### src/hwm_pkg.sv
package hwm_pkg;

    // Scanner modes, one-hot
    typedef enum logic [4:0] {
        MODE_TEXT     = 5'b00001,
        MODE_TAG      = 5'b00010,
        MODE_COMMENT  = 5'b00100,
        MODE_PRESERVE = 5'b01000,
        MODE_ENDTAG   = 5'b10000
    } t_mode;

    // Tag name scan phases
    localparam logic [1:0] PH_BEFORE = 2'd0;
    localparam logic [1:0] PH_IN     = 2'd1;
    localparam logic [1:0] PH_AFTER  = 2'd2;

    // Preserved element kinds
    localparam logic [2:0] KIND_NONE     = 3'd0;
    localparam logic [2:0] KIND_PRE      = 3'd1;
    localparam logic [2:0] KIND_CODE     = 3'd2;
    localparam logic [2:0] KIND_TEXTAREA = 3'd3;
    localparam logic [2:0] KIND_SCRIPT   = 3'd4;
    localparam logic [2:0] KIND_STYLE    = 3'd5;

    // Characters of interest
    localparam logic [7:0] CH_SPACE = 8'h20;
    localparam logic [7:0] CH_LT    = 8'h3c;
    localparam logic [7:0] CH_GT    = 8'h3e;
    localparam logic [7:0] CH_SLASH = 8'h2f;
    localparam logic [7:0] CH_BANG  = 8'h21;
    localparam logic [7:0] CH_DASH  = 8'h2d;
    localparam logic [7:0] CH_DQ    = 8'h22;
    localparam logic [7:0] CH_SQ    = 8'h27;
    localparam logic [7:0] CH_NUL   = 8'h00;

    localparam int NAME_DEPTH  = 8;
    localparam int QUEUE_DEPTH = 3;

    // One input transaction
    typedef struct packed {
        logic [7:0] in_byte;
        logic       doc_last;
    } t_in_item;

    // One result transaction
    typedef struct packed {
        logic [7:0] out_byte;
        logic       out_valid;
        logic       run_last;
        logic       doc_end;
    } t_out_item;

    // Results released by one input byte
    typedef struct packed {
        logic [1:0] cnt;
        t_out_item  res0;
        t_out_item  res1;
    } t_step_res;

    function automatic logic is_ws(input logic [7:0] c);
        return (c == CH_SPACE) || (c >= 8'd9 && c <= 8'd13);
    endfunction

    function automatic logic [7:0] to_low(input logic [7:0] c);
        return (c >= 8'h41 && c <= 8'h5a) ? c + 8'd32 : c;
    endfunction

    function automatic logic is_name(input logic [7:0] c);
        return (c >= 8'h30 && c <= 8'h39) || (c >= 8'h61 && c <= 8'h7a) ||
               (c >= 8'h41 && c <= 8'h5a) || c == CH_DASH || c == 8'h5f || c == 8'h3a;
    endfunction

    function automatic logic [3:0] kind_len(input logic [2:0] k);
        logic [3:0] len;
        case (k)
            KIND_PRE:      len = 4'd3;
            KIND_CODE:     len = 4'd4;
            KIND_TEXTAREA: len = 4'd8;
            KIND_SCRIPT:   len = 4'd6;
            KIND_STYLE:    len = 4'd5;
            default:       len = 4'd0;
        endcase
        return len;
    endfunction

    // Lowercase element names, zero past the end
    function automatic logic [7:0] kind_char(input logic [2:0] k, input logic [2:0] idx);
        logic [63:0] s;
        case (k)
            KIND_PRE:      s = {"pre", 40'h0};
            KIND_CODE:     s = {"code", 32'h0};
            KIND_TEXTAREA: s = "textarea";
            KIND_SCRIPT:   s = {"script", 16'h0};
            KIND_STYLE:    s = {"style", 24'h0};
            default:       s = 64'h0;
        endcase
        return s[(7 - idx) * 8 +: 8];
    endfunction

    // Expected byte of the comment opener at a given prefix position
    function automatic logic [7:0] comment_char(input logic [2:0] pos);
        logic [7:0] ch;
        case (pos)
            3'd1:    ch = CH_BANG;
            3'd2:    ch = CH_DASH;
            3'd3:    ch = CH_DASH;
            default: ch = CH_LT;
        endcase
        return ch;
    endfunction

endpackage

### src/hwm_in_if.sv
interface hwm_in_if;
    logic       valid;
    logic       ready;
    logic [7:0] in_byte;
    logic       doc_last;

    modport source (output valid, output in_byte, output doc_last, input ready);
    modport sink (input valid, input in_byte, input doc_last, output ready);
endinterface

### src/hwm_out_if.sv
interface hwm_out_if;
    logic       valid;
    logic       ready;
    logic [7:0] out_byte;
    logic       out_valid;
    logic       run_last;
    logic       doc_end;

    modport source (output valid, output out_byte, output out_valid, output run_last,
                    output doc_end, input ready);
    modport sink (input valid, input out_byte, input out_valid, input run_last,
                  input doc_end, output ready);
endinterface

### src/hwm_parser.sv
module hwm_parser
    import hwm_pkg::*;
(
    input  logic      i_clk,
    input  logic      i_rst_n,
    input  logic      i_accept,
    input  t_in_item  i_item,
    output t_step_res o_res
);

    // Scanner state
    t_mode       r_mode, n_mode;
    logic        r_quote_open, n_quote_open;
    logic [7:0]  r_quote_char, n_quote_char;
    logic [3:0]  r_name_count, n_name_count;
    logic        r_name_long, n_name_long;
    logic [1:0]  r_name_phase, n_name_phase;
    logic        r_closing, n_closing;
    logic        r_slash, n_slash;
    logic [2:0]  r_kind, n_kind;
    logic [3:0]  r_cm, n_cm;
    logic        r_pending, n_pending;
    logic        r_run_text, n_run_text;
    logic        r_prev_tag, n_prev_tag;
    logic [2:0]  r_prefix, n_prefix;
    logic [1:0]  r_dash, n_dash;

    // Tag name buffer, no reset; only entries below the count are read
    logic [7:0]  r_name [NAME_DEPTH];
    logic        name_we;

    logic [7:0]  c;
    logic        c_ws;
    logic [5:0]  kind_hit;
    logic [2:0]  found;
    logic        name_ok;

    // Compare the stored name against each preserved element name
    always_comb begin
        kind_hit = '0;
        for (int k = 1; k <= 5; k++) begin
            kind_hit[k] = (r_name_count == kind_len(3'(k)));
            for (int i = 0; i < NAME_DEPTH; i++) begin
                if (4'(i) < kind_len(3'(k)) && r_name[i] != kind_char(3'(k), 3'(i)))
                    kind_hit[k] = 1'b0;
            end
        end
        name_ok = !r_closing && !r_slash && !r_name_long && (r_name_count != 4'd0);
        found = KIND_NONE;
        if (name_ok) begin
            if (kind_hit[1])      found = KIND_PRE;
            else if (kind_hit[2]) found = KIND_CODE;
            else if (kind_hit[3]) found = KIND_TEXTAREA;
            else if (kind_hit[4]) found = KIND_SCRIPT;
            else if (kind_hit[5]) found = KIND_STYLE;
        end
    end

    assign c    = i_item.in_byte;
    assign c_ws = is_ws(c);

    // Next state and released bytes for one input byte
    always_comb begin
        logic       first, gt_close, ok, term;
        logic [4:0] cnt_lim;
        logic [3:0] cnt;
        logic [1:0] nres;
        logic [7:0] b0, b1;
        logic       marker;

        n_mode       = r_mode;
        n_quote_open = r_quote_open;
        n_quote_char = r_quote_char;
        n_name_count = r_name_count;
        n_name_long  = r_name_long;
        n_name_phase = r_name_phase;
        n_closing    = r_closing;
        n_slash      = r_slash;
        n_kind       = r_kind;
        n_cm         = r_cm;
        n_pending    = r_pending;
        n_run_text   = r_run_text;
        n_prev_tag   = r_prev_tag;
        n_prefix     = r_prefix;
        n_dash       = r_dash;
        name_we      = 1'b0;
        first        = (r_prefix == 3'd1);
        gt_close     = 1'b0;
        ok           = 1'b0;
        term         = 1'b0;
        cnt_lim      = 5'd2 + {1'b0, kind_len(r_kind)};
        cnt          = r_cm;
        nres         = 2'd1;
        b0           = c;
        b1           = c;
        marker       = 1'b0;

        case (r_mode)
            MODE_TAG: begin
                // comment opener tracking
                if (r_prefix >= 3'd1 && r_prefix <= 3'd3) begin
                    if (c == comment_char(r_prefix)) n_prefix = r_prefix + 3'd1;
                    else n_prefix = 3'd0;
                end
                // tag name capture
                if (r_name_phase == PH_BEFORE) begin
                    if (first && c == CH_SLASH) begin
                        n_closing = 1'b1;
                    end else if (c_ws) begin
                        n_name_phase = r_name_phase;
                    end else if (is_name(c)) begin
                        name_we      = (r_name_count < 4'(NAME_DEPTH));
                        n_name_phase = PH_IN;
                    end else begin
                        n_name_phase = PH_AFTER;
                    end
                end else if (r_name_phase == PH_IN) begin
                    if (is_name(c)) name_we = (r_name_count < 4'(NAME_DEPTH));
                    else n_name_phase = PH_AFTER;
                end
                if (((r_name_phase == PH_BEFORE && !(first && c == CH_SLASH) && !c_ws) ||
                     r_name_phase == PH_IN) && is_name(c)) begin
                    if (name_we) n_name_count = r_name_count + 4'd1;
                    else n_name_long = 1'b1;
                end
                if (n_prefix == 3'd4) begin
                    n_mode = MODE_COMMENT;
                    n_dash = 2'd0;
                end else begin
                    if (r_quote_open) begin
                        if (c == r_quote_char) n_quote_open = 1'b0;
                    end else if (c == CH_DQ || c == CH_SQ) begin
                        n_quote_open = 1'b1;
                        n_quote_char = c;
                    end else if (c == CH_GT) begin
                        gt_close = 1'b1;
                    end
                    if (gt_close) begin
                        n_mode       = MODE_TEXT;
                        n_pending    = 1'b0;
                        n_run_text   = 1'b0;
                        n_prev_tag   = 1'b1;
                        n_quote_open = 1'b0;
                        if (found != KIND_NONE) begin
                            n_mode = MODE_PRESERVE;
                            n_kind = found;
                            n_cm   = 4'd0;
                        end
                    end else if (!c_ws) begin
                        n_slash = (c == CH_SLASH);
                    end
                end
            end
            MODE_COMMENT: begin
                if (c == CH_DASH) begin
                    if (r_dash < 2'd2) n_dash = r_dash + 2'd1;
                end else if (c == CH_GT && r_dash >= 2'd2) begin
                    n_mode       = MODE_TEXT;
                    n_pending    = 1'b0;
                    n_run_text   = 1'b0;
                    n_prev_tag   = 1'b1;
                    n_quote_open = 1'b0;
                end else begin
                    n_dash = 2'd0;
                end
            end
            MODE_PRESERVE: begin
                // close tag matcher: '<', '/', name, then a terminator
                if ({1'b0, r_cm} >= cnt_lim) begin
                    term = c_ws || c == CH_GT || c == CH_SLASH || c == CH_NUL;
                    if (term) begin
                        cnt = 4'd0;
                        if (c == CH_GT) begin
                            n_mode       = MODE_TEXT;
                            n_pending    = 1'b0;
                            n_run_text   = 1'b0;
                            n_prev_tag   = 1'b1;
                            n_quote_open = 1'b0;
                            n_kind       = KIND_NONE;
                        end else begin
                            n_mode       = MODE_ENDTAG;
                            n_quote_open = 1'b0;
                        end
                    end else begin
                        cnt = {3'd0, c == CH_LT};
                    end
                end else begin
                    if (r_cm == 4'd0)      ok = (c == CH_LT);
                    else if (r_cm == 4'd1) ok = (c == CH_SLASH);
                    else ok = (to_low(c) == kind_char(r_kind, 3'(r_cm - 4'd2)));
                    cnt = ok ? r_cm + 4'd1 : {3'd0, c == CH_LT};
                end
                n_cm = cnt;
            end
            MODE_ENDTAG: begin
                if (r_quote_open) begin
                    if (c == r_quote_char) n_quote_open = 1'b0;
                end else if (c == CH_DQ || c == CH_SQ) begin
                    n_quote_open = 1'b1;
                    n_quote_char = c;
                end else if (c == CH_GT) begin
                    n_mode       = MODE_TEXT;
                    n_pending    = 1'b0;
                    n_run_text   = 1'b0;
                    n_prev_tag   = 1'b1;
                    n_quote_open = 1'b0;
                    n_kind       = KIND_NONE;
                end
            end
            default: begin
                // text: collapse whitespace runs
                if (c == CH_LT) begin
                    if (r_pending && r_run_text) begin
                        nres = 2'd2;
                        b0   = CH_SPACE;
                    end
                    n_mode       = MODE_TAG;
                    n_quote_open = 1'b0;
                    n_name_count = 4'd0;
                    n_name_long  = 1'b0;
                    n_name_phase = PH_BEFORE;
                    n_closing    = 1'b0;
                    n_slash      = 1'b0;
                    n_prefix     = 3'd1;
                    n_prev_tag   = 1'b1;
                    n_pending    = 1'b0;
                    n_run_text   = 1'b0;
                end else if (c_ws) begin
                    nres      = 2'd0;
                    n_pending = 1'b1;
                end else begin
                    if (r_pending) begin
                        nres = 2'd2;
                        b0   = CH_SPACE;
                    end
                    n_pending  = 1'b0;
                    n_run_text = 1'b1;
                end
            end
        endcase

        // Document end: trailing space, end marker, back to reset state
        if (i_item.doc_last) begin
            if (n_mode == MODE_TEXT && n_pending && (n_run_text || !n_prev_tag) &&
                nres == 2'd0) begin
                nres = 2'd1;
                b0   = CH_SPACE;
            end
            if (nres == 2'd0) begin
                nres   = 2'd1;
                marker = 1'b1;
                b0     = 8'h00;
            end
            n_mode       = MODE_TEXT;
            n_quote_open = 1'b0;
            n_quote_char = 8'h00;
            n_name_count = 4'd0;
            n_name_long  = 1'b0;
            n_name_phase = PH_BEFORE;
            n_closing    = 1'b0;
            n_slash      = 1'b0;
            n_kind       = KIND_NONE;
            n_cm         = 4'd0;
            n_pending    = 1'b0;
            n_run_text   = 1'b0;
            n_prev_tag   = 1'b0;
            n_prefix     = 3'd0;
            n_dash       = 2'd0;
        end

        o_res.cnt            = nres;
        o_res.res0.out_byte  = b0;
        o_res.res0.out_valid = !marker;
        o_res.res0.run_last  = (nres == 2'd1);
        o_res.res0.doc_end   = (nres == 2'd1) && i_item.doc_last;
        o_res.res1.out_byte  = b1;
        o_res.res1.out_valid = 1'b1;
        o_res.res1.run_last  = 1'b1;
        o_res.res1.doc_end   = i_item.doc_last;
    end

    // State registers
    always_ff @(posedge i_clk) begin
        if (!i_rst_n) begin
            r_mode       <= MODE_TEXT;
            r_quote_open <= 1'b0;
            r_quote_char <= 8'h00;
            r_name_count <= 4'd0;
            r_name_long  <= 1'b0;
            r_name_phase <= PH_BEFORE;
            r_closing    <= 1'b0;
            r_slash      <= 1'b0;
            r_kind       <= KIND_NONE;
            r_cm         <= 4'd0;
            r_pending    <= 1'b0;
            r_run_text   <= 1'b0;
            r_prev_tag   <= 1'b0;
            r_prefix     <= 3'd0;
            r_dash       <= 2'd0;
        end else if (i_accept) begin
            r_mode       <= n_mode;
            r_quote_open <= n_quote_open;
            r_quote_char <= n_quote_char;
            r_name_count <= n_name_count;
            r_name_long  <= n_name_long;
            r_name_phase <= n_name_phase;
            r_closing    <= n_closing;
            r_slash      <= n_slash;
            r_kind       <= n_kind;
            r_cm         <= n_cm;
            r_pending    <= n_pending;
            r_run_text   <= n_run_text;
            r_prev_tag   <= n_prev_tag;
            r_prefix     <= n_prefix;
            r_dash       <= n_dash;
        end
    end

    // Name buffer write, lowercased
    always_ff @(posedge i_clk) begin
        if (i_accept && name_we) begin
            r_name[r_name_count[2:0]] <= to_low(c);
        end
    end

endmodule

### src/hwm_outq.sv
module hwm_outq
    import hwm_pkg::*;
(
    input  logic             i_clk,
    input  logic             i_rst_n,
    input  logic             i_push,
    input  t_step_res        i_res,
    output logic             o_room,
    hwm_out_if.source        o_out
);

    // Three-slot shift queue; slot 0 drives the port
    t_out_item   r_slot [QUEUE_DEPTH];
    t_out_item   n_slot [QUEUE_DEPTH];
    t_out_item   shifted [QUEUE_DEPTH];
    logic [1:0]  r_count, n_count;
    logic [1:0]  base;
    logic [1:0]  push_n;
    logic        pop;

    assign pop    = (r_count != 2'd0) && o_out.ready;
    assign base   = r_count - {1'b0, pop};
    assign push_n = i_push ? i_res.cnt : 2'd0;
    assign n_count = base + push_n;
    assign o_room = (r_count <= 2'd1);

    always_comb begin
        shifted[0] = pop ? r_slot[1] : r_slot[0];
        shifted[1] = pop ? r_slot[2] : r_slot[1];
        shifted[2] = r_slot[2];
        for (int i = 0; i < QUEUE_DEPTH; i++) begin
            n_slot[i] = shifted[i];
            if (2'(i) == base && push_n != 2'd0)
                n_slot[i] = i_res.res0;
            else if (2'(i) == base + 2'd1 && push_n == 2'd2)
                n_slot[i] = i_res.res1;
        end
    end

    always_ff @(posedge i_clk) begin
        if (!i_rst_n) r_count <= 2'd0;
        else          r_count <= n_count;
    end

    always_ff @(posedge i_clk) begin
        for (int i = 0; i < QUEUE_DEPTH; i++) r_slot[i] <= n_slot[i];
    end

    assign o_out.valid     = (r_count != 2'd0);
    assign o_out.out_byte  = r_slot[0].out_byte;
    assign o_out.out_valid = r_slot[0].out_valid;
    assign o_out.run_last  = r_slot[0].run_last;
    assign o_out.doc_end   = r_slot[0].doc_end;

endmodule

### src/html_whitespace_minifier.sv
// HTML whitespace minifier. Takes one document byte per transaction (doc_last on the
// final byte) and returns the minified bytes: whitespace runs in text collapse to one
// space, runs that hold only whitespace next to a tag are dropped, and tags, comments
// and pre/code/textarea/script/style bodies pass through unchanged. Each input byte
// yields zero, one or two result transactions; run_last marks the last one, and the
// document's final byte always yields a result with doc_end set (out_valid low if it
// carries no byte). The parser state updates in the cycle a byte is accepted, so one
// byte is taken every cycle while the output side keeps up. Results wait in a
// three-entry output queue; input ready is high while it holds at most one result,
// so a byte that releases two results can hold off the next byte. All state
// returns to reset after the last byte, ready for the next document.
module html_whitespace_minifier
    import hwm_pkg::*;
(
    input  logic      i_clk,
    input  logic      i_rst_n,
    hwm_in_if.sink    i_in,
    hwm_out_if.source o_out
);

    t_in_item  item;
    t_step_res step_res;
    logic      room;
    logic      accept;

    assign item.in_byte  = i_in.in_byte;
    assign item.doc_last = i_in.doc_last;
    assign i_in.ready    = room;
    assign accept        = i_in.valid && room;

    // Byte scanner and minify decisions
    hwm_parser u_parser (
        .i_clk    (i_clk),
        .i_rst_n  (i_rst_n),
        .i_accept (accept),
        .i_item   (item),
        .o_res    (step_res)
    );

    // Result queue toward the output port
    hwm_outq u_outq (
        .i_clk   (i_clk),
        .i_rst_n (i_rst_n),
        .i_push  (accept),
        .i_res   (step_res),
        .o_room  (room),
        .o_out   (o_out)
    );

endmodule

### src/flat_wrapper.sv
// flat-port wrapper written by rule: the top's interface ports become plain ports
module html_whitespace_minifier_flat import hwm_pkg::*;
  (i_clk, i_rst_n, i_in_valid, i_in_in_byte, i_in_doc_last, i_in_ready, o_out_valid, o_out_out_byte, o_out_out_valid, o_out_run_last, o_out_doc_end, o_out_ready);
  hwm_in_if i_in_i ();
  hwm_out_if o_out_i ();
  input  logic i_clk;
  input  logic i_rst_n;
  input wire logic [$bits(i_in_i.valid)-1:0] i_in_valid;
  input wire logic [$bits(i_in_i.in_byte)-1:0] i_in_in_byte;
  input wire logic [$bits(i_in_i.doc_last)-1:0] i_in_doc_last;
  output wire logic [$bits(i_in_i.ready)-1:0] i_in_ready;
  output wire logic [$bits(o_out_i.valid)-1:0] o_out_valid;
  output wire logic [$bits(o_out_i.out_byte)-1:0] o_out_out_byte;
  output wire logic [$bits(o_out_i.out_valid)-1:0] o_out_out_valid;
  output wire logic [$bits(o_out_i.run_last)-1:0] o_out_run_last;
  output wire logic [$bits(o_out_i.doc_end)-1:0] o_out_doc_end;
  input wire logic [$bits(o_out_i.ready)-1:0] o_out_ready;
  assign i_in_i.valid = i_in_valid;
  assign i_in_i.in_byte = i_in_in_byte;
  assign i_in_i.doc_last = i_in_doc_last;
  assign i_in_ready = i_in_i.ready;
  assign o_out_valid = o_out_i.valid;
  assign o_out_out_byte = o_out_i.out_byte;
  assign o_out_out_valid = o_out_i.out_valid;
  assign o_out_run_last = o_out_i.run_last;
  assign o_out_doc_end = o_out_i.doc_end;
  assign o_out_i.ready = o_out_ready;
  html_whitespace_minifier u_core (.i_clk(i_clk), .i_rst_n(i_rst_n), .i_in(i_in_i), .o_out(o_out_i));
endmodule
### config.mk
export PLATFORM = sky130hd
export DESIGN_NAME = html_whitespace_minifier_flat
export DESIGN_NICKNAME = d
export VERILOG_FILES = /design/src/hwm_pkg.sv /design/src/hwm_in_if.sv /design/src/hwm_out_if.sv /design/src/hwm_parser.sv /design/src/hwm_outq.sv /design/src/html_whitespace_minifier.sv /design/src/flat_wrapper.sv
export SDC_FILE = /design/constraint.sdc
export NUM_CORES = 1
export LEC_CHECK = 0
export BUFFER_PORTS_ARGS = -buffer_cell sky130_fd_sc_hd__buf_2
export CORE_ASPECT_RATIO = 0.6
export CORE_UTILIZATION = 55
export DETAILED_ROUTE_END_ITERATION = 6
export GPL_TIMING_DRIVEN = 0
export PLACE_DENSITY = 0.81
export SYNTH_ARGS = -nofsm -noshare
export SYNTH_HDL_FRONTEND = slang
export SYNTH_SLANG_ARGS = --single-unit
### constraint.sdc
create_clock -name i_clk -period 7.4 [get_ports i_clk]
set_input_delay 0.37 -clock i_clk [delete_from_list [all_inputs] [get_ports i_clk]]
set_output_delay 0.37 -clock i_clk [all_outputs]
set_load 0.01 [all_outputs]
# After elaboration in Yosys (flattened, before gate mapping)
# Memories as Yosys holds them, arrays and structs flattened.
# Index checks and enable logic that the tools add are counted.
[totals]
register_bits = 40
latch_bits = 0
mem_bits_rw = 97
romBits = 0
elab_cells = 424
n_memories = 2
[classes]
addsub = 11
n_mul = 0
n_div = 0
magnitude_cmp = 15
n_eq_ne = 88
shifts = 1
mux = 214
bitwise_logic = 0
reduce_logical = 77
[memory_table]
columns = ["name", "words", "width", "rd", "rd_clocked_by_memory_dff", "wr", "line_no", "rtl"]
rows = [
  ["u_core.u_parser.r_name", 8, 8, 8, 0, 1, "hwm_parser.sv:29", "logic [7:0] r_name [NAME_DEPTH];"],
  ["u_core.u_outq.r_slot", 3, 11, 3, 0, 3, "hwm_outq.sv:13", "t_out_item r_slot [QUEUE_DEPTH];"],
]
[ops]
columns = ["cell", "count"]
rows = [
  ["63-bit case mux with 5 select lines", 1],
  ["64-bit two-way mux", 4],
  ["8-bit by 7-bit != test with 1-bit output, second input constant", 25],
  ["8-bit two-way mux", 15],
  ["1-bit two-way mux", 103],
  ["11-bit two-way mux", 8],
  ["8-bit by 6-bit equality test with 1-bit output, second input constant", 8],
  ["64-bit by 33-bit variable part select with 8-bit output", 1],
  ["3-bit two-way mux", 20],
  ["5-bit two-way mux", 12],
  ["3-bit != test, second input constant", 17],
  ["2-bit two-way mux", 23],
  ["4-bit two-way mux", 11],
  ["1-bit logical AND", 27],
  ["5-bit AND reduction", 5],
  ["8-bit equality test", 3],
  ["4-bit != test, second input constant", 6],
  ["4-bit case mux with 5 select lines", 1],
  ["5-bit case mux with 4 select lines", 1],
  ["8-bit by 7-bit greater-or-equal comparator with 1-bit output, second input constant", 2],
  ["8-bit by 7-bit less-or-equal comparator with 1-bit output, second input constant", 2],
  ["1-bit case mux with 4 select lines", 4],
  ["4-bit case mux with 2 select lines", 2],
  ["8-bit case mux with 2 select lines", 1],
  ["other kinds (59)", 104],
]

# Depth between registers and ports, before layout
# An unclocked memory read counts as a cell.
[depth]
ltp_word = 33
ltp_mapped = 19
ltp_nobuf = 16

# By module
# From an unflattened synthesis, not the netlist that was laid out.
[unflattened]
hier_cells = 838
hier_area_um2 = 8230.4
[by_module_without_submodules]
columns = ["mod", "instances", "cells_per_inst", "area_each_um2"]
rows = [
  ["hwm_parser", 1, 662, 6299.8],
  ["hwm_outq", 1, 175, 1924.3],
  ["html_whitespace_minifier", 1, 1, 6.3],
]

# Worst setup path before layout
# No wires, ideal clock.
[synth_timing]
path_type = "reg2reg"
from = "reg u_core.u_parser.r_kind[1]"
to = "mem u_core.u_outq.r_slot[0][2] in the netlist's numbering (data pin)"
setup_ps = 263
arrival_ps = 4061
slack_ps = 3076
stages_incl_launch_ff = 19
period_less_slack_ps = 4324
cell_sequence = "dfxtp_1 clkbuf_1 clkbuf_1 inv_1 ha_1 clkbuf_1 nor3b_1 a21oi_1 o21bai_1 ha_1 xnor2_1 ha_1 a2111oi_0 nor3_1 o41ai_1 a21o_1 a2111oi_2 a211oi_1 nor2_1"
[synth_lines]
columns = ["item", "line_no", "rtl"]
rows = [
  ["from (decl)", "hwm_parser.sv:20", "logic [2:0] r_kind, n_kind;"],
  ["from (signal assigned)", "hwm_parser.sv:309", "r_kind <= n_kind;"],
  ["to (decl)", "hwm_outq.sv:13", ""],
]

==> results.sh <==
export IMPL_boundaryPins=26
export IMPL_cts_sinks=137
export IMPL_port_buffers=23
export IMPL_synthArstFlopShare_pct=0
export IMPL_initial_core_util_pct=56.4
export IMPL_critPathMaxFanout=10
export IMPL_htree_levels=4
export IMPL_cts_tree="yes"
export IMPL_r2r_cells=19
export IMPL_grt_max_degree=17
export IMPL_grt_pass1_vias=6642
export IMPL_hp_class="in -> reg"
export IMPL_design_area_sq_mm=0.00913
export IMPL_rsz0062_at_grt="false"
export IMPL_cts_clk_slew_worst_paths_ns=0.06
export IMPL_yosysMostFrequentCell="edfxtp_1"
export IMPL_cts_path_max_buffers=2
export IMPL_dr_max_layer_used="met5"
export IMPL_synth_cell_area_sq_mm=0.00816
export IMPL_cellLeakagePower_uw=0.00307
export IMPL_fin_skew_ns=0.00891
export IMPL_gp_congestion=1.01
export IMPL_worst_pin_slew_ns=1.33
export IMPL_r2r_setup_slack_ns=2.14
export IMPL_synth_edf_count=97
export IMPL_core_area_sq_mm=0.0145
export IMPL_crit_path_max_incr_delay_ns=0.50
export IMPL_finalHoldViolations=0
export IMPL_grtUsageTotal_pct=32.6
export IMPL_post_cts_buffers=0
export IMPL_vias=7421
export IMPL_viasPerCell=6.70
export IMPL_rr_startpoint="u_core.u_parser.r_kind[1]"
export IMPL_vdd_ir_drop_max_mv=0.154
export IMPL_die_w_um=159
export IMPL_met2_length_mm=8.74
export IMPL_yosysTopAreaCell="edfxtp_1"
export IMPL_wire_per_inst_um=21.6
export IMPL_drv_cap=0
export IMPL_ys_ff_latch=137
export IMPL_wl_met3_mm=3.52
export IMPL_drv_slew=0
export IMPL_grt_remaining_overflow=0
export IMPL_worstPathArrival_ns=5.43
export IMPL_path_cells="clkbuf_1, clkbuf_1, inv_1, ha_1, clkbuf_1, nor3b_1, a21oi_1, o21bai_1, ha_1, inv_1, ha_1, or2_2, a21oi_1, nor2_1, a21oi_1, inv_1, and3_1, a211oi_1, nor2_1"
export IMPL_yosys_warnings=0
export IMPL_diodes=0
export IMPL_fin_crit_sh_pct=71.1
export IMPL_p_per_area_mw_per_mm2=245
export IMPL_synth_avg_cell_area_sq_um=9.56
export IMPL_synthFlopType="edfxtp_1"
export IMPL_cts_resized_gates=0
export IMPL_crit_slowest_cell="a21oi_1"
export IMPL_syn_num_nets=890
export IMPL_end_kind="register"
export IMPL_initialDrtViolationCount=1224
export IMPL_crit_required_ns=7.57
export IMPL_failed_checks="DRC"
export IMPL_min_to="u_core.u_parser.r_name[4][1]"
export IMPL_num_rows=34
export IMPL_setup_viol=0
export IMPL_clk_latency_ns=0.43
export IMPL_relSlewSlack_pct=10.6
export IMPL_nets=934
export IMPL_critical_path_class="reg -> reg"
export IMPL_finalSetupTns_ns=0
export IMPL_area_delta_synth_final_pct=11.9
export IMPL_hold_buffers=0
export IMPL_hold_depth=1
export IMPL_place_area_sq_mm=0.00853
export IMPL_antenna_found_initial=0
export IMPL_die_h_um=96.3
export IMPL_drive_gt1_share_pct=10.1
export IMPL_synth_area_leaders="edfxtp_1, dfxtp_1, ha_1"
export IMPL_drc_errors=1
export IMPL_period_needed_ns=5.26
export IMPL_synth_top_area_share_pct=35.7
export IMPL_drt_met1_wl_mm=11.1
export IMPL_die_area_sq_mm=0.0153
export IMPL_grt_pass1_wl_mm=37.6
export IMPL_yosysUniqueCellTypes=77
export IMPL_drt_pass1_iterations=7
export IMPL_cts_buffers=17
export IMPL_regToRegEndpoint="u_core.u_outq.r_slot[0][2]"
export IMPL_min_delay_start="i_in_in_byte[1]"
export IMPL_hpwl_mm=17.4
export IMPL_crit_path_start_kind="register"
export IMPL_clockRootBuffer="clkbuf_16"
export IMPL_synth_common_cells="edfxtp_1, nor2_1, nand2_1"
export IMPL_cp_top_family="compound AO/OA/AOI/OAI gates"
export IMPL_syn_inst=853
export IMPL_status="finished, violations left"
export IMPL_drt_wl_total_mm=23.9
export IMPL_ant_nets=0
export IMPL_ys_seq_area_share_pct=45.5
export IMPL_max_clock_freq_ghz=0.190
export IMPL_critical_path_buf_inv_count=6
export IMPL_crit_cells=19
flip-flops by register name (all words and copies together), names as in the netlist, 2 cells and up:
signal and count:
u_core.u_outq.r_count 2, u_core.u_parser.r_mode 5, u_core.u_parser.r_prefix 3, u_core.u_parser.r_dash 2
u_core.u_outq.r_slot 33, u_core.u_parser.r_name_phase 2, u_core.u_parser.r_name 64, u_core.u_parser.r_kind 3
u_core.u_parser.r_name_count 4, u_core.u_parser.r_cm 4, u_core.u_parser.r_quote_char 8
per-stage QoR:
step                      util [%]  cells  total power [uW]  hold WS (ns)  worst slack [ns]
after floorplan                  -    853              1250         0.432              3.08
after global placement        58.9   1074              1370         0.452              1.88
after detailed placement      59.0   1075              1390         0.458              1.77
after CTS                     63.0   1107              2230         0.304              1.73
after global routing          63.1   1108              2320         0.308              1.81
final                         63.1   1108              2240         0.315              2.14
power breakdown:
part / internal [uW] / leakage [uW] / switching [uW]
Sequential: 924 / 0.00120 / 20.2
Combinational: 161 / 0.00158 / 278
Clock: 489 / 0.000295 / 364
cell type report:
cell class                      instances  area, sq um
Clock inverter                         11         91.3
Timing Repair Buffer                   25          128
Fill cell                            1204         5340
Clock buffer                           21          493
Inverter                               32          120
Sequential cell                       137         3710
Buffer                                 62          270
Multi-Input combinational cell        622         4070
Tap cell                              198          248
layout by cell type, fill, tap and decap left out, drive strengths merged, types with 6 or more instances in the layout:
master   synthesis  routed
and3             7       7
nor3b           10      10
edfxtp          97      97
nor2b           14      14
clkbuf          42      64
dfxtp           40      40
nand2b          13      13
nor4bb          11      11
and4b            6       6
nand2           56      56
a31oi           11      11
a211oi          10      10
buf             20      44
nand4           20      20
inv             31      42
o21bai           7       7
or3              7       7
nand4b           6       6
nor4b           16      16
and3b            6       6
nor3            30      30
xnor2            8       8
xor2            10      10
ha              24      24
a22o            18      18
or2              7       7
a21oi           44      44
nor2            74      74
o211ai           8       8
nand3           36      36
and2            20      20
or4              6       6
nor4            14      14
a21boi          10      10
o21ai           35      35
a2111oi          6       6
per-layer routing:
layer,up-vias,track usage (%)
li1,3342,-
met1,3473,50.7
met2,547,41.2
met3,55,10.0
met4,4,10.4
met5,-,0
cell families (layout without fill, tap and decap cells):
family,after synthesis,count (layout),share of synthesized area (%)
simple gates,369,369,25.6
mux,5,5,0.629
fa+ha+maj,24,24,3.68
xor+xnor,18,18,1.93
flops,137,137,45.5
buf+inv,94,151,4.79
compound gates,206,206,17.8
worst max-delay path by stage:
stage / to / startpoint / slack (ns)
2_1_floorplan: u_core.u_outq.r_slot[0][2] / u_core.u_parser.r_kind[1] / 3.08
6_report: u_core.u_outq.r_slot[0][2] / u_core.u_parser.r_kind[1] / 2.14
3_5_place_dp: u_core.u_outq.r_slot[0][2] / u_core.u_parser.r_kind[1] / 1.77
5_1_grt: u_core.u_outq.r_slot[0][2] / u_core.u_parser.r_kind[1] / 1.81
4_1_cts: u_core.u_outq.r_slot[0][2] / u_core.u_parser.r_kind[1] / 1.73
3_3_place_gp: u_core.u_outq.r_slot[0][2] / u_core.u_parser.r_kind[1] / 1.88
Note: power is estimated with default switching activity, not from simulation.
